[src/hdl/thbt_pkg.sv]
// shared types and constants for the thermistor beta converter
// no dependencies
`timescale 1ns / 1ps

package thbt_pkg;

	localparam int ADC_W      = 12;
	localparam int LOGN_W     = 16;
	localparam int LOG_FRAC   = 28;
	localparam int TEMP_FRAC  = 24;
	localparam int LOG_W      = 32;
	localparam int DEN_W      = 48;
	localparam int Q_W        = 36;
	localparam int DIV_STEPS  = 79;
	localparam int DIV_PER_ST = 4;
	localparam int DIV_ST     = (DIV_STEPS + DIV_PER_ST - 1) / DIV_PER_ST;

	localparam logic [29:0] LN2_Q30 = 30'd744261118;
	localparam logic [14:0] T0_HUND = 15'd29815;
	localparam logic [18:0] B100    = 19'd396500;
	localparam logic [26:0] DIV_NUM = 27'd118216475;

	localparam logic signed [14:0] OUT_MAX = 15'sd16383;
	localparam logic signed [14:0] OUT_MIN = 15'sh4000;

	typedef enum logic [1:0] {
		UNIT_C = 2'd0,
		UNIT_F = 2'd1,
		UNIT_K = 2'd2
	} unit_t;

	typedef struct packed {
		logic [ADC_W-1:0] reading;
	} sample_t;

	typedef struct packed {
		logic signed [14:0] temperature_tenths;
		logic               out_of_range;
	} result_t;

endpackage

[src/hdl/thbt_stream_if.sv]
// valid/ready channel carrying one payload struct
// payload type comes from thbt_pkg
`timescale 1ns / 1ps

interface thbt_stream_if #(parameter type payload_t = logic);
	logic     valid;
	logic     ready;
	payload_t data;

	modport source (output valid, output data, input ready);
	modport sink (input valid, input data, output ready);
endinterface

[src/hdl/thbt_log2_pipe.sv]
// log2 of an integer as unsigned Q28: normalize, then one squaring per stage
// uses thbt_pkg; load enables come from the top level valid chain
`timescale 1ns / 1ps

module thbt_log2_pipe
	import thbt_pkg::*;
(
	input  logic                clk,
	input  logic [LOG_FRAC:0]   ld,
	input  logic [LOGN_W-1:0]   n,
	output logic [LOG_W-1:0]    log_val
);

	localparam int E_W = $clog2(LOGN_W);

	logic [30:0]         f_s [LOG_FRAC+1];
	logic [E_W-1:0]      e_s [LOG_FRAC+1];
	logic [LOG_FRAC-1:0] b_s [LOG_FRAC+1];

	logic [E_W-1:0] e_n;
	logic [30:0]    f_n;

	always_comb begin
		e_n = '0;
		for (int i = 0; i < LOGN_W; i++) begin
			if (n[i]) e_n = E_W'(i);
		end
		f_n = 31'({15'd0, n} << (5'd30 - 5'(e_n)));
	end

	always_ff @(posedge clk) begin
		if (ld[0]) begin
			f_s[0] <= f_n;
			e_s[0] <= e_n;
			b_s[0] <= '0;
		end
	end

	for (genvar k = 1; k <= LOG_FRAC; k++) begin : g_sq
		logic [61:0] p;
		logic [31:0] g;
		assign p = 62'(f_s[k-1]) * 62'(f_s[k-1]);
		assign g = p[61:30];
		always_ff @(posedge clk) begin
			if (ld[k]) begin
				f_s[k] <= g[31] ? g[31:1] : g[30:0];
				e_s[k] <= e_s[k-1];
				b_s[k] <= {b_s[k-1][LOG_FRAC-2:0], g[31]};
			end
		end
	end

	assign log_val = LOG_W'({e_s[LOG_FRAC], b_s[LOG_FRAC]});

endmodule

[src/hdl/thermistor_beta_to_temperature_unit.sv]
// NTC thermistor converter: an ADC count in, a temperature in tenths out.
// Fully pipelined, 55 register stages: one request per clock enters while the
// output side keeps taking results. Most of the stages are the 28-stage log2
// squaring chains, which run side by side, and the 20-stage restoring divider
// (four quotient bits per stage). Each stage holds its item until the next
// frees up, so stalls collapse bubbles and lose nothing. Counts 0 and full
// scale flag out_of_range and report 0 K.
`timescale 1ns / 1ps

module thermistor_beta_to_temperature_unit
	import thbt_pkg::*;
#(
	parameter int ADC_BITS = 12
) (
	input  logic       clk,
	input  logic       arst_n,
	input  logic       cfg_we,
	input  logic [1:0] cfg_wdata,
	thbt_stream_if.sink   sample,
	thbt_stream_if.source result
);

	localparam int NS     = 55;
	localparam int ST_L2  = 30;
	localparam int ST_LN  = 31;
	localparam int ST_DEN = 32;
	localparam int ST_DV0 = 33;
	localparam int ST_CA  = ST_DV0 + DIV_ST;
	localparam int ST_CB  = ST_CA + 1;
	localparam logic [LOGN_W:0] FS = (LOGN_W+1)'((1 << ADC_BITS) - 1);

	logic [1:0] unit_q;

	always_ff @(posedge clk or negedge arst_n) begin
		if (!arst_n) begin
			unit_q <= UNIT_C;
		end else if (cfg_we) begin
			unit_q <= cfg_wdata;
		end
	end

	// valid chain with per-stage ready
	logic [NS-1:0] v_s;
	logic [NS:0]   rdy;
	logic [NS-1:0] ld;
	logic [NS-1:0] oor_s;

	assign rdy[NS] = result.ready;

	for (genvar i = 0; i < NS; i++) begin : g_vc
		logic prev_v;
		logic prev_o;
		if (i == 0) begin : g_first
			assign prev_v = sample.valid;
			assign prev_o = 1'b0;
		end else begin : g_rest
			assign prev_v = v_s[i-1];
			assign prev_o = oor_s[i-1];
		end
		assign rdy[i] = !v_s[i] || rdy[i+1];
		assign ld[i]  = rdy[i] && prev_v;
		always_ff @(posedge clk or negedge arst_n) begin
			if (!arst_n) begin
				v_s[i] <= 1'b0;
			end else if (rdy[i]) begin
				v_s[i] <= prev_v;
			end
		end
		if (i > 0) begin : g_oor
			always_ff @(posedge clk) begin
				if (ld[i]) oor_s[i] <= prev_o;
			end
		end
	end

	assign sample.ready = rdy[0];

	// stage 0: range check and log2 ratio operands
	logic [LOGN_W-1:0] a_s0, b_s0;
	logic [LOGN_W:0]   cx;
	logic              oor_n;

	assign cx    = (LOGN_W+1)'(sample.data.reading);
	assign oor_n = (cx == '0) || (cx >= FS);

	always_ff @(posedge clk) begin
		if (ld[0]) begin
			oor_s[0] <= oor_n;
			a_s0     <= oor_n ? LOGN_W'(1) : cx[LOGN_W-1:0];
			b_s0     <= oor_n ? LOGN_W'(1) : LOGN_W'(FS - cx);
		end
	end

	logic [LOG_W-1:0] la, lb;

	thbt_log2_pipe u_log_a (.clk(clk), .ld(ld[LOG_FRAC+1:1]), .n(a_s0), .log_val(la));
	thbt_log2_pipe u_log_b (.clk(clk), .ld(ld[LOG_FRAC+1:1]), .n(b_s0), .log_val(lb));

	// log ratio magnitude and sign
	logic [LOG_W-1:0] mag_s30;
	logic             neg_s30;
	logic signed [LOG_W:0] l2;

	assign l2 = $signed({1'b0, la}) - $signed({1'b0, lb});

	always_ff @(posedge clk) begin
		if (ld[ST_L2]) begin
			neg_s30 <= l2[LOG_W];
			mag_s30 <= l2[LOG_W] ? LOG_W'(-l2) : l2[LOG_W-1:0];
		end
	end

	// natural log, sign applied after truncation
	logic [61:0] lnp;
	logic signed [LOG_W:0] ln_s31;

	assign lnp = 62'(mag_s30) * 62'(LN2_Q30);

	always_ff @(posedge clk) begin
		if (ld[ST_LN]) begin
			ln_s31 <= neg_s30 ? -$signed({1'b0, lnp[61:30]}) : $signed({1'b0, lnp[61:30]});
		end
	end

	// denominator 100*B + 100*T0*ln r, Q28
	logic signed [49:0] den_full;
	logic signed [49:0] t0_ext;
	logic signed [49:0] ln_ext;
	logic [DEN_W-1:0]   den_s32;

	assign t0_ext   = 50'(T0_HUND);
	assign ln_ext   = 50'(ln_s31);
	assign den_full = $signed({3'd0, B100, 28'd0}) + t0_ext * ln_ext;

	always_ff @(posedge clk) begin
		if (ld[ST_DEN]) den_s32 <= den_full[DEN_W-1:0];
	end

	// restoring long division, a few quotient bits per stage
	logic [DEN_W-1:0] rem_s [DIV_ST+1];
	logic [DEN_W-1:0] dd_s  [DIV_ST+1];
	logic [Q_W-1:0]   q_s   [DIV_ST+1];

	assign rem_s[0] = '0;
	assign dd_s[0]  = den_s32;
	assign q_s[0]   = '0;

	for (genvar k = 0; k < DIV_ST; k++) begin : g_div
		logic [DEN_W:0]   r;
		logic [Q_W-1:0]   q;
		always_comb begin
			int idx;
			r = {1'b0, rem_s[k]};
			q = q_s[k];
			for (int j = 0; j < DIV_PER_ST; j++) begin
				idx = DIV_STEPS - 1 - DIV_PER_ST * k - j;
				if (idx >= 0) begin
					r = {r[DEN_W-1:0],
						(idx >= LOG_FRAC + TEMP_FRAC) ?
						DIV_NUM[5'(idx - LOG_FRAC - TEMP_FRAC)] : 1'b0};
					if (r >= {1'b0, dd_s[k]}) begin
						r = r - {1'b0, dd_s[k]};
						if (idx < Q_W) q[6'(idx)] = 1'b1;
					end
				end
			end
		end
		always_ff @(posedge clk) begin
			if (ld[ST_DV0 + k]) begin
				rem_s[k+1] <= r[DEN_W-1:0];
				dd_s[k+1]  <= dd_s[k];
				q_s[k+1]   <= q;
			end
		end
	end

	// unit scaling
	logic [Q_W-1:0]     vk;
	logic [Q_W+3:0]     t10;
	logic [Q_W+7:0]     t180;
	logic [15:0]        kel_sa;
	logic signed [17:0] cel_sa;
	logic signed [21:0] fx_sa;

	assign vk   = oor_s[ST_CA-1] ? '0 : q_s[DIV_ST];
	assign t10  = (Q_W+4)'(vk) * (Q_W+4)'(10);
	assign t180 = (Q_W+8)'(vk) * (Q_W+8)'(180);

	always_ff @(posedge clk) begin
		if (ld[ST_CA]) begin
			kel_sa <= 16'((t10 + (Q_W+4)'(1 << (TEMP_FRAC-1))) >> TEMP_FRAC);
			cel_sa <= $signed(18'(t10 >> TEMP_FRAC)) - 18'sd2731;
			fx_sa  <= $signed(22'(t180 >> TEMP_FRAC)) - 22'sd45962;
		end
	end

	// floor divide by ten via reciprocal, after biasing positive
	logic [20:0]        fy;
	logic [44:0]        fyp;
	logic signed [21:0] fq;
	logic signed [21:0] tsel;
	result_t            res_sb;

	assign fy  = 21'(fx_sa + 22'sd50000);
	assign fyp = 45'(fy) * 45'd1677722;
	assign fq  = $signed(22'(fyp >> TEMP_FRAC)) - 22'sd5000;

	always_comb begin
		case (unit_q)
			UNIT_K:  tsel = $signed({6'd0, kel_sa});
			UNIT_F:  tsel = fq;
			default: tsel = 22'(cel_sa);
		endcase
	end

	always_ff @(posedge clk) begin
		if (ld[ST_CB]) begin
			if (tsel > 22'(OUT_MAX))
				res_sb.temperature_tenths <= OUT_MAX;
			else if (tsel < 22'(OUT_MIN))
				res_sb.temperature_tenths <= OUT_MIN;
			else
				res_sb.temperature_tenths <= tsel[14:0];
			res_sb.out_of_range <= oor_s[ST_CB-1];
		end
	end

	assign result.valid = v_s[NS-1];
	assign result.data  = res_sb;

	a_accept_enters: assert property (@(posedge clk) disable iff (!arst_n)
		sample.valid && sample.ready |=> v_s[0])
		else $error("accepted request did not enter the pipe");

	a_den_positive: assert property (@(posedge clk) disable iff (!arst_n)
		v_s[ST_DEN] && !oor_s[ST_DEN] |-> (den_s32 != '0))
		else $error("divider denominator is zero");

	a_oor_kelvin: assert property (@(posedge clk) disable iff (!arst_n)
		result.valid && result.data.out_of_range && unit_q == UNIT_K
		|-> result.data.temperature_tenths == 15'sd0)
		else $error("out of range sample not reported as 0 K");

	a_hold_stall: assert property (@(posedge clk) disable iff (!arst_n)
		v_s[ST_CA] && !rdy[ST_CA] |=> v_s[ST_CA] && $stable(kel_sa))
		else $error("stalled stage lost its item");

endmodule

[src/flat_wrapper.sv]
// flat-port wrapper written by rule: the top's interface ports become plain ports
module thermistor_beta_to_temperature_unit_flat import thbt_pkg::*;
#(
	parameter int ADC_BITS = 12
)
  (clk, arst_n, cfg_we, cfg_wdata, sample_valid, sample_data, sample_ready, result_valid, result_data, result_ready);
  thbt_stream_if #(.payload_t(sample_t)) sample_i ();
  thbt_stream_if #(.payload_t(result_t)) result_i ();
  input  logic clk;
  input  logic arst_n;
  input  logic cfg_we;
  input  logic [1:0] cfg_wdata;
  input wire logic [$bits(sample_i.valid)-1:0] sample_valid;
  input wire logic [$bits(sample_i.data)-1:0] sample_data;
  output wire logic [$bits(sample_i.ready)-1:0] sample_ready;
  output wire logic [$bits(result_i.valid)-1:0] result_valid;
  output wire logic [$bits(result_i.data)-1:0] result_data;
  input wire logic [$bits(result_i.ready)-1:0] result_ready;
  assign sample_i.valid = sample_valid;
  assign sample_i.data = sample_data;
  assign sample_ready = sample_i.ready;
  assign result_valid = result_i.valid;
  assign result_data = result_i.data;
  assign result_i.ready = result_ready;
  thermistor_beta_to_temperature_unit #(.ADC_BITS(ADC_BITS)) u_core (.clk(clk), .arst_n(arst_n), .cfg_we(cfg_we), .cfg_wdata(cfg_wdata), .sample(sample_i), .result(result_i));
endmodule
[config.mk]
export PLATFORM = sky130hd
export DESIGN_NAME = thermistor_beta_to_temperature_unit_flat
export DESIGN_NICKNAME = d
export VERILOG_FILES = /design/src/hdl/thbt_pkg.sv /design/src/hdl/thbt_stream_if.sv /design/src/hdl/thbt_log2_pipe.sv /design/src/hdl/thermistor_beta_to_temperature_unit.sv /design/src/flat_wrapper.sv
export SDC_FILE = /design/constraint.sdc
export NUM_CORES = 1
export LEC_CHECK = 0
export BUFFER_PORTS_ARGS = -buffer_cell sky130_fd_sc_hd__buf_4
export CORE_UTILIZATION = 50
export DETAILED_ROUTE_END_ITERATION = 10
export PLACE_DENSITY = 0.67
export SKIP_LAST_GASP = 1
export SYNTH_ARGS = -nofsm -noshare
export SYNTH_HDL_FRONTEND = slang
export SYNTH_SLANG_ARGS = --single-unit
[constraint.sdc]
create_clock -name clk -period 7.75 [get_ports clk]
set_clock_uncertainty 0.2 [all_clocks]
set_input_delay 0.3875 -clock clk [delete_from_list [all_inputs] [get_ports clk]]
set_output_delay 0.3875 -clock clk [all_outputs]
set_load 0.02 [all_outputs]
Yosys cells after proc, flatten, opt, wreduce, memory -nomap -nowiden
Index checks and enable logic that the tools add are counted.
- RAM bits: 0
- latch bits: 0
- input port bits: 19
- memories: 0
- ROM bits: 0
- bits in registers: 182
- equality and inequality tests: 2
- multipliers: 3
- div/mod/pow operators: 0
- reduce and logical (&&, ||, !) cells: 167
- order comparisons: 3
- $add $sub $neg: 5
- muxes and demuxes: 3
- bitwise gates (word level): 0
- shifts and indexed selects: 0
- operators with widths (operator ; number):
    logical OR 1 bit ; 56
    logical AND 1 bit ; 55
    logical NOT 1 bit ; 55
    one-hot mux 22 bit (2 select lines) ; 1
    multiplier 36 x 6 -> 42 bit (second input constant) ; 1
    multiplier 21 x 20 -> 41 bit (second input constant) ; 1
    adder 40 x 24 -> 40 bit (second input constant) ; 1
    multiplier 36 x 3 -> 39 bit (second input constant) ; 1
    2-to-1 mux 32 bit ; 1
    greater-than comparator 22 x 15 -> 1 bit (second input constant) ; 1
    less-than comparator 22 x 15 -> 1 bit (second input constant) ; 1
    adder 21 x 17 -> 21 bit (second input constant) ; 1
    subtractor 20 x 16 -> 21 bit (second input constant) ; 1
    subtractor 18 x 13 -> 19 bit (second input constant) ; 1
    logical NOT 17 bit ; 1
    subtractor 16 x 12 -> 17 bit (second input constant) ; 1
    2-to-1 mux 15 bit ; 1
    >= comparator 12 bit (second input constant) ; 1
    equality test 2 x 1 -> 1 bit (second input constant) ; 1
    equality test 2 bit (second input constant) ; 1

Depth between registers and ports, before layout
- depth in word-level cells: 57
- gate-level depth with buffers: 28
- gate-level depth less buffers: 25

Worst setup path after synthesis
OpenSTA, ideal clock, no wires.
- path type: register -> register
- start: register u_core.fx_sa[19]
- end: register u_core.res_sb, in the netlist u_core.result.data[7], data pin
- cell stages (with the launch flop): 27
- slack: 1.313 ns
- arrival time: 6.085 ns
- setup time: 0.152 ns
- buffers on the path: 3
- cells stage by stage: edfxtp_1 -> buf_2 -> buf_1 -> inv_1 -> ha_1 -> inv_1 -> ha_1 -> ha_1 -> inv_1 -> ha_1 -> ha_1 -> ha_1 -> ha_1 -> a21o_1 -> a2111oi_2 -> nor2_1 -> a41oi_2 -> xnor2_2 -> ha_1 -> nand2_1 -> or3_1 -> nor3_1 -> mux2i_1 -> a311o_1 -> buf_4 -> nor2b_4 -> a31oi_1
- longest elaborated chain between the ends: 6
- ends and longest elaborated chain (element ; RTL line ; source):
    from (decl) ; thermistor_beta_to_temperature_unit.sv:183 ; logic signed [21:0] fx_sa;
    from (signal assigned) ; thermistor_beta_to_temperature_unit.sv:193 ; fx_sa <= $signed(22'(t180 >> TEMP_FRAC)) - 22'sd45962;
    adder 21 x 17 -> 21 bit (*) ; thermistor_beta_to_temperature_unit.sv:204 ; assign fy = 21'(fx_sa + 22'sd50000);
    multiplier 21 x 20 -> 41 bit (*) ; thermistor_beta_to_temperature_unit.sv:205 ; assign fyp = 45'(fy) * 45'd1677722;
    subtractor 18 x 13 -> 19 bit (*) ; thermistor_beta_to_temperature_unit.sv:206 ; assign fq = $signed(22'(fyp >> TEMP_FRAC)) - 22'sd5000;
    one-hot mux 22 bit (2 select lines) (*) ; thermistor_beta_to_temperature_unit.sv:209 ; case (unit_q)
    less-than comparator 22 x 15 -> 1 bit ; thermistor_beta_to_temperature_unit.sv:220 ; else if (tsel < 22'(OUT_MIN))
    2-to-1 mux 15 bit ; thermistor_beta_to_temperature_unit.sv:220 ;
    to (decl) ; thermistor_beta_to_temperature_unit.sv:202 ; result_t res_sb;
Mark *: on every way between the ends. The rest lies on a longest branch, timed or not.
A chain may end at the register's enable or synchronous reset.

Worst setup path after layout
- start: register u_core.fx_sa[19]
- end: register u_core.res_sb, in the netlist u_core.result.data[3], data pin
The elaborated chain is that of the path after synthesis.

==> results summary <==
At the pin with the least slew margin, the transition time is 0.7987 ns. The number of H-tree levels came out at 4. The final critical-path setup slack came out at 1.215 ns. The largest driver fanout on the critical path came out at 28. The clock buffer count from CTS is 17. The number of placed instances, taps included, is 880. Among all flip-flop cells after synthesis, the most frequent one is sky130_fd_sc_hd__edfxtp_1. In this run, the number of DRC markers left after iteration 0 of detailed routing was 147. The total leakage power is 0.003740 µW. The worst reg2reg path depth is 24. The number of unique standard cell types used by synthesis is 65. Yosys mapped a number of flops with a built-in enable equal to 71.

The clock-pin slew reported for the worst setup and hold paths after clock tree synthesis is 0.05 ns. The via count of the first global-routing pass came to 4,687. The average wire per standard cell is 14.28 µm. The hold-critical path endpoint is u_core.unit_q[0]$_DFFE_PN0P_. The area growth from synthesis to layout is 15.19%. Global routing consumed, over all layers together, 18.87% of the routing resources.

The gate count of the mapped netlist is 652. The share of flip-flops with an asynchronous set or reset after synthesis is 44.53%. The number of maximum-capacitance violations is 0.

The total negative slack for setup checks is 0 ns. On the critical path the largest part of the delay comes from simple AND/OR/NAND/NOR gates. The first detailed-routing pass ran for 7 iterations. The core outline area came out at 14,480 µm².

The synthesized flop and latch total is 128. The final standard cell utilization of the core is 58.79%. The post-detailed-routing wire length came out at 13.09 mm. The detailed router placed 4,759 vias in this run. The worst endpoint required time is 7.79 ns. After synthesis, the cell types taking the most area are sky130_fd_sc_hd__edfxtp_1 29%, sky130_fd_sc_hd__dfrtp_1 19%, sky130_fd_sc_hd__ha_1 13%, sky130_fd_sc_hd__fa_1 5.1%, sky130_fd_sc_hd__inv_1 3.4%. Setup repair after global routing left no endpoint under its margin. The die boundary height came out at 123.6 µm. CTS placed an instance of sky130_fd_sc_hd__clkbuf_16 at the clock tree root.

The category of the worst setup path launch point is a register. The worst hold path depth came out at 3. Counting every sink on the clock net gives 128. For this run, the slowest stage of the critical path takes 0.56 ns. In the final layout, the share of cells above drive strength 1 is 12.84%.

The max-slew violation count is 0. Derived from the worst setup path, the maximum achievable clock frequency is 153.0 MHz. The cell with the largest stage delay on the worst path is sky130_fd_sc_hd__edfxtp_1. The arrival time reported for the critical path endpoint came out at 6.58 ns. The initial antenna violation count came to 0.

The cell area after synthesis is 7390 µm². Setup violations remaining at the end of the flow were counted as 0. After detailed placement, the total cell area comes to 7915 µm². The post-route DRC violation count came out at 1.

The sort of element at the end of the critical path is a register. The worst register-to-register path begins at u_core.fx_sa[19]$_DFFE_PP_. After detailed routing, the number of vias per cell comes to 5.195. The die width came out at 123.6 µm. The initial core utilization came out at 51.04%.

In the final design database the tool counted 836 nets. In this run the most critical hold path is launched from cfg_wdata[0]. TritonCTS built the clock tree. The biggest area contributor in the post-synthesis netlist is sky130_fd_sc_hd__edfxtp_1. The final antenna-violating net count came out at 0. The end of the worst register-to-register path is u_core.result.data[3]$_SDFFCE_PN1P_. The final estimated routing congestion in global placement came out at 0.8805. The critical setup path kind is register to register. The tightest min-delay check is of the input pin to register type.

The die covers 15,270 µm². The final number of hold-violating endpoints is 0. The boundary pin count is 37. The number of input and output port buffers inserted came out at 36. The row count is 44. The post-layout instance count excluding filler cells came out at 916. The synthesized area divided by synthesized cell count came out at 11.33 µm².

The portion of the clock cycle consumed by the worst path in the final layout is 84.32%. The area share of the largest cell type after synthesis came out at 28.85%. The cell area power density is 195.4 nW/µm². The worst setup slack before clock tree synthesis is 1.225 ns. For the worst-skew pair, the clock arrives at the later sink with an insertion delay of 0.41 ns. The post-layout instance area came out at 8512 µm². Traced cell by cell, the critical path runs through buf_4 -> inv_1 -> nor2_1 -> ha_1 -> or2_2 -> fa_1 -> fa_1 -> ha_1 -> or3_4 -> nor3_2 -> a211oi_1 -> o21ai_0 -> o21bai_1 -> a21oi_1 -> nor2_1 -> or2_2 -> ha_1 -> nand2_1 -> or3_1 -> nor3_1 -> mux2i_1 -> a311o_1 -> nor2b_4 -> a21oi_1. The clock passes through at most 2 buffers.

Counting stages on the worst path, the most repeated cell is sky130_fd_sc_hd__ha_1. During synthesis, Yosys emitted a total of 0 warnings. The critical path starts at u_core.fx_sa[19]$_DFFE_PP_. The maximum number of pins on one net before global-route repair came out at 58. The minimum clock period after layout is 6.535 ns.

The checks that failed: design-rule violations. Counting both buffers and inverters, the worst setup path holds a total of 2. The total congestion overflow came out at 0.

The flop-to-flop setup slack is 1.22 ns. After legalization and detailed placement, the total HPWL measured 9.673 mm. The repair_antennas step left the layout with diodes totalling 0. Sequential elements use 48.15% of the synthesized area. Headroom to the max-slew limit came out at 46.75%. The first global-routing pass estimated 21.78 mm of wire. IR analysis of the VDD net gives a maximum drop of 138.2 µV. The flow ran to the end, but the final reports show violations.
-- worst register-to-register path, stage by stage, from the launching register on --
cell and delay, ns:
sky130_fd_sc_hd__edfxtp_1 0.56, sky130_fd_sc_hd__buf_4 0.33, sky130_fd_sc_hd__inv_1 0.23, sky130_fd_sc_hd__nor2_1 0.12, sky130_fd_sc_hd__ha_1 0.20, sky130_fd_sc_hd__or2_2 0.30
sky130_fd_sc_hd__fa_1 0.42, sky130_fd_sc_hd__fa_1 0.46, sky130_fd_sc_hd__ha_1 0.25, sky130_fd_sc_hd__or3_4 0.38, sky130_fd_sc_hd__nor3_2 0.17, sky130_fd_sc_hd__a211oi_1 0.15
sky130_fd_sc_hd__o21ai_0 0.28, sky130_fd_sc_hd__o21bai_1 0.09, sky130_fd_sc_hd__a21oi_1 0.14, sky130_fd_sc_hd__nor2_1 0.06, sky130_fd_sc_hd__or2_2 0.28, sky130_fd_sc_hd__ha_1 0.32
sky130_fd_sc_hd__nand2_1 0.11, sky130_fd_sc_hd__or3_1 0.31, sky130_fd_sc_hd__nor3_1 0.15, sky130_fd_sc_hd__mux2i_1 0.09, sky130_fd_sc_hd__a311o_1 0.42, sky130_fd_sc_hd__nor2b_4 0.19
sky130_fd_sc_hd__a21oi_1 0.15
-- worst max-delay path by stage --
| stage | cells after the start | endpoint |
|---|---|---|
| 6_report | 24 | u_core.result.data[3]$_SDFFCE_PN1P_ |
| 5_1_grt | 24 | u_core.result.data[3]$_SDFFCE_PN1P_ |
| 4_1_cts | 24 | u_core.result.data[3]$_SDFFCE_PN1P_ |
| 3_5_place_dp | 24 | u_core.result.data[3]$_SDFFCE_PN1P_ |
| 3_3_place_gp | 24 | u_core.result.data[7]$_SDFFCE_PN1P_ |
| 2_1_floorplan | 26 | u_core.result.data[7]$_SDFFCE_PN1P_ |
-- through the flow --
| stage | power (µW) | hold WS (ns) |
|---|---|---|
| floorplan | 883.0 | -0.1081 |
| global placement | 922.8 | 0.2037 |
| detailed placement | 925.3 | 0.2054 |
| CTS | 1684 | 0.005898 |
| global route | 1733 | 0.008795 |
| finish | 1664 | 0.02307 |
-- placed cells by master (no fill, tap or decap), types with 12 or more instances in the layout --
cell type	netlist	routed
sky130_fd_sc_hd__ha_1	79	79
sky130_fd_sc_hd__dfrtp_1	57	57
sky130_fd_sc_hd__nor2_1	27	27
sky130_fd_sc_hd__inv_1	67	67
sky130_fd_sc_hd__o21ai_0	15	15
sky130_fd_sc_hd__buf_4	1	38
sky130_fd_sc_hd__edfxtp_1	71	71
sky130_fd_sc_hd__nand4_1	14	14
sky130_fd_sc_hd__conb_1	2	20
sky130_fd_sc_hd__nand2b_1	29	29
sky130_fd_sc_hd__nand3_1	21	21
sky130_fd_sc_hd__nor2b_1	17	17
sky130_fd_sc_hd__or2_2	16	16
sky130_fd_sc_hd__and2_1	25	25
sky130_fd_sc_hd__fa_1	19	19
sky130_fd_sc_hd__a21oi_1	22	22
sky130_fd_sc_hd__nand2_1	43	43
sky130_fd_sc_hd__a21o_1	12	12
sky130_fd_sc_hd__clkbuf_16	0	17
-- metal layers --
metal | track usage (%) | vias to the layer above | wire [µm]
li1 | - | 2404 | -
met1 | 24.64 | 2274 | 6200
met2 | 30.59 | 67 | 6361
met3 | 3.800 | 14 | 334
met4 | 8.133 | 0 | 189
met5 | 0 | - | 0
-- cell families after synthesis --
logic type / Yosys count / synth area share (%)
simple gates: 228 / 17.05
fa+ha+maj: 98 / 18.52
xor+xnor: 9 / 1.168
compound gates: 105 / 10.40
buf+inv: 79 / 4.182
flops: 128 / 48.15
mux: 3 / 0.4233
other cells: 2 / 0.1016
-- Yosys cell counts (5+ instances only) --
cell type,count
sky130_fd_sc_hd__a21o_1,12
sky130_fd_sc_hd__and2_1,25
sky130_fd_sc_hd__clkbuf_1,8
sky130_fd_sc_hd__inv_1,67
sky130_fd_sc_hd__o21a_1,5
sky130_fd_sc_hd__a21oi_1,22
sky130_fd_sc_hd__and3_1,5
sky130_fd_sc_hd__edfxtp_1,71
sky130_fd_sc_hd__nand2b_1,29
sky130_fd_sc_hd__nor4_1,10
sky130_fd_sc_hd__dfrtp_1,57
sky130_fd_sc_hd__ha_1,79
sky130_fd_sc_hd__nor2_1,27
sky130_fd_sc_hd__nor3_1,6
sky130_fd_sc_hd__nor2b_1,17
sky130_fd_sc_hd__fa_1,19
sky130_fd_sc_hd__or2_2,16
sky130_fd_sc_hd__a31oi_1,10
sky130_fd_sc_hd__nand2_1,43
sky130_fd_sc_hd__a21boi_0,6
sky130_fd_sc_hd__o21ai_0,15
sky130_fd_sc_hd__xnor2_1,6
sky130_fd_sc_hd__nand3_1,21
sky130_fd_sc_hd__nand4_1,14
-- sequential cells by signal, summed over array words and instances (netlist names) --
signal,cells
u_core.result.data,16
u_core.fx_sa,2
u_core.g_vc.prev_v,54
u_core.g_vc.prev_o,53
u_core.unit_q,2
u_core.result.valid,1
-- layout make-up --
type,instances,area (µm²)
Multi-Input combinational cell,463,3590
Sequential cell,128,3558
Inverter,67,251.5
Clock inverter,6,87.58
Tap cell,184,230.2
Clock buffer,26,469.2
Timing Repair Buffer,42,325.3
Fill cell,1213,5967
-- report_power, final --
part	internal [µW]	switching (µW)
logic	53.9	67.7
registers	772	21.6
clock network	481	267
total	1310	356
-- timing repair --
item                      in CTS  in global routing
buffers inserted               0                  0
hold buffers                   4                  0
resized for setup              0                  0
hold endpoints to repair      60                  0
(Power assumes the default switching activity.)
